===== config.mk =====
export PLATFORM = sky130hd
export DESIGN_NAME = lobm_alu
export DESIGN_NICKNAME = d
export VERILOG_FILES = /design/src/hdl/lobm_pkg.sv /design/src/hdl/lobm_alu.sv
export SDC_FILE = /design/constraint.sdc
export NUM_CORES = 1
export LEC_CHECK = 0
export BUFFER_PORTS_ARGS = -buffer_cell sky130_fd_sc_hd__buf_2
export CAP_MARGIN = 20
export CORE_MARGIN = 4
export CORE_UTILIZATION = 45
export DETAILED_ROUTE_END_ITERATION = 10
export MAX_ROUTING_LAYER = met4
export PLACE_DENSITY_LB_ADDON = 0.05
export SYNTH_ARGS = -nofsm -noshare
export SYNTH_HDL_FRONTEND = slang
export SYNTH_SLANG_ARGS = --single-unit
export TNS_END_PERCENT = 20

===== constraint.sdc =====
create_clock -name vclk -period 9
set_input_delay 0 -clock vclk [all_inputs]
set_output_delay 0 -clock vclk [all_outputs]
set_load 0.01 [all_outputs]

===== src/hdl/lobm_pkg.sv =====
// Shared types and constants of the order book matcher.
// Depends on nothing; used by the matcher, its arithmetic unit and its checker.
package lobm_pkg;

    localparam int TOTAL_BITS  = 26;
    localparam int MAKER_BITS  = 11;
    localparam int OUT_QTY_BITS = 16;

    typedef enum logic [1:0] {
        ST_OPEN     = 2'd0,
        ST_PARTIAL  = 2'd1,
        ST_FILLED   = 2'd2,
        ST_REJECTED = 2'd3
    } status_t;

    typedef enum logic {
        ALU_ADD  = 1'b0,
        ALU_FILL = 1'b1
    } alu_op_t;

endpackage


===== src/hdl/lobm_alu.sv =====
// Shared quantity unit: saturating level add, and one maker fill step.
// Depends on lobm_pkg.
module lobm_alu
    import lobm_pkg::*;
#(
    parameter int QB = 16
) (
    input  alu_op_t               op,
    input  logic [QB-1:0]         taker_qty,
    input  logic [QB-1:0]         maker_qty,
    input  logic [QB-1:0]         filled_in,
    input  logic [TOTAL_BITS-1:0] total_in,
    output logic [QB-1:0]         fill_qty,
    output logic [QB-1:0]         maker_left,
    output logic [QB-1:0]         taker_left,
    output logic [QB-1:0]         filled_out,
    output logic [TOTAL_BITS-1:0] total_out
);

    logic [TOTAL_BITS:0]   sum;
    logic [TOTAL_BITS-1:0] fill_w;

    always_comb
    begin
        // fill amount is the smaller of the two quantities
        fill_qty   = (taker_qty < maker_qty) ? taker_qty : maker_qty;
        maker_left = maker_qty - fill_qty;
        taker_left = taker_qty - fill_qty;
        filled_out = filled_in + fill_qty;
        fill_w     = TOTAL_BITS'(fill_qty);
        sum        = {1'b0, total_in} + (TOTAL_BITS+1)'(taker_qty);
        unique case (op)
            ALU_ADD:
            begin
                // saturate at the top of the total range
                total_out = sum[TOTAL_BITS] ? {TOTAL_BITS{1'b1}} : sum[TOTAL_BITS-1:0];
            end
            ALU_FILL:
            begin
                // stop at zero
                total_out = (total_in >= fill_w) ? (total_in - fill_w) : '0;
            end
            default:
            begin
                total_out = total_in;
            end
        endcase
    end

endmodule


==> impl_metrics.env <==
export IMPL_critPathTopFamily="compound AO/OA/AOI/OAI gates"
export IMPL_p_per_area_nw_per_um2=99.19
export IMPL_final_area_sq_um=7078
export IMPL_slew_headroom_pct=25.97
export IMPL_fin_crit_sh_pct=61.45
export IMPL_final_util_pct=53.24
export IMPL_synthCells=971
export IMPL_final_antenna_net_count=0
export IMPL_synth_largest_area_cell="ha_1"
export IMPL_dpl_hpwl_mm=18.61
export IMPL_num_nets_final=1229
export IMPL_outcome="finished, final reports clean"
export IMPL_fmax_mhz=180.8
export IMPL_power_leakage_nw=3.191
export IMPL_worstPathRequired_ps=9000
export IMPL_antenna_found_initial=1
export IMPL_synth_net_count=1095
export IMPL_overflow=0
export IMPL_wire_per_inst_microns=17.68
export IMPL_synth_area_per_cell_sq_um=6.314
export IMPL_hp_class="input pin to output pin"
export IMPL_drive_above_1_share_pct=18.50
export IMPL_ys_top_cells_by_count="nor2_1, nand2_1, inv_1"
export IMPL_row_count=42
export IMPL_die_h_microns=124.7
export IMPL_grt_max_degree=46
export IMPL_grtUsageTotal_pct=27.57
export IMPL_slew_viol_final=0
export IMPL_areaGrowthSynthToFinish_pct=15.45
export IMPL_drc=0
export IMPL_post_cts_buffers=0
export IMPL_placed_cells=1279
export IMPL_ys_top_cells_by_area="ha_1, nor2_1, xnor2_1"
export IMPL_first_global_vias=7056
export IMPL_synth_top_cell_area_share_pct=9.796
export IMPL_cp_arrival_ps=5530
export IMPL_slowest_delay_ps=640
export IMPL_synthesis_area_sq_um=6131
export IMPL_rsz0062_at_grt="false"
export IMPL_start_kind="input pin"
export IMPL_tightest_slew_ps=1102
export IMPL_synth_seq_area_share_pct=0
export IMPL_crit_fanout=13
export IMPL_setup_viol=0
export IMPL_crit_buf_inv=4
export IMPL_via_per_inst=6.039
export IMPL_globalplace_congestion=0.9529
export IMPL_vdd_drop_max_mv=0.04688
export IMPL_finalHoldViolations=0
export IMPL_register_area_sq_um=0
export IMPL_first_iter_violations=595
export IMPL_drt_first_pass_iters=5
export IMPL_ctsHoldBuffers=0
export IMPL_hold_ws_ps=314.9
export IMPL_period_needed_ps=5531
export IMPL_io_buffers=165
export IMPL_yosysMostFrequentCell="nor2_1"
export IMPL_die_w_microns=124.7
export IMPL_ys_warnings_count=0
export IMPL_fill_cells=1422
export IMPL_dieArea_sq_um=15560
export IMPL_vias=7730
export IMPL_io_pins=165
export IMPL_grt_pass1_wl_mm=35.67
export IMPL_netlist_cell_type_count=87
export IMPL_placed_area_sq_um=7076
export IMPL_critPathKind="input pin to output pin"
export IMPL_flops_and_latches=0
export IMPL_post_cts_resized=0
export IMPL_setup_ws_ps=3469
export IMPL_cp_cell_sequence="buf_2 > inv_1 > ha_1 > nand4_1 > or4_4 > nor3_4 > nor3_4 > nand2_1 > o21ai_0 > ha_1 > inv_1 > ha_1 > o21ai_0 > a31oi_1 > a21oi_1 > o31ai_1 > a21oi_1 > o21ai_0 > a31o_2 > o221ai_1 > o311ai_0 > nand2_1 > buf_2"
export IMPL_critPathSlowestCell="or4_4"
export IMPL_pre_cts_ws_ps=3538
export IMPL_max_cap_viol_count=0
export IMPL_start_util_pct=46.11
export IMPL_setup_tns_final_ps=0
export IMPL_end_kind="output pin"
export IMPL_coreArea_sq_um=13300
export IMPL_nClkBuffers=0
export IMPL_finalPower_mw=0.7021
export IMPL_fin_cells=1280
export IMPL_routed_wirelength_mm=22.63
-- cells by family (layout without fill, tap and decap cells) --
logic type                 count (synthesis)  after routing  share of synthesized area [%]
and+or+nand+nor                          371            371                          29.90
AOI/OAI and AO/OA                        316            316                          34.92
buffers and inverters                    124            256                          7.959
adders and majority gates                 80             80                          15.18
xor gates and xnor gates                  69             69                          9.857
muxes                                     11             11                          2.184
other                                      0              1                              0
-- where the power goes --
group	internal (mW)	switching (mW)	total, mW
clock network	0.0000000148	0	0.0000000148
logic	0.280	0.423	0.702
registers	0	0	0
total	0.280	0.423	0.702
-- path summary, 6_finish.rpt --
path / cells past startpoint / to / startpoint
worst max-delay path: 23 / taker_left[12] / maker_qty[14]
worst min-delay path: 3 / filled_out[0] / filled_in[0]
-- cell usage in the layout (no fill, tap or decap), drive strengths merged, types with 12 or more instances in the layout --
cell type	n
inv	83
nand4	12
a31oi	17
nand3	25
maj3	31
nor3	32
xor2	23
o21ai	71
o31ai	16
nor2	109
nor2b	15
xnor2	46
a21o	12
nand2b	21
buf	173
ha	48
a21oi	74
nand2	96
-- area by class of cell --
class,instances,area (sq um),area share [%]
repair buffers,173,885.9,12.52
well taps,176,220.2,3.111
diodes,1,2.502,0.03535
inverters,83,311.5,4.402
multi-input cells,847,5658,79.94
-- per-layer routing --
layer  part of all wire (%)  track usage, %  vias up
met4                    1.6           4.449        0
met5                      0               -        -
li1                       -               -     3846
met3                    5.6           1.415       30
met1                     46           37.02     3575
met2                     47           46.69      279
Power figures use the tool's default switching activity.
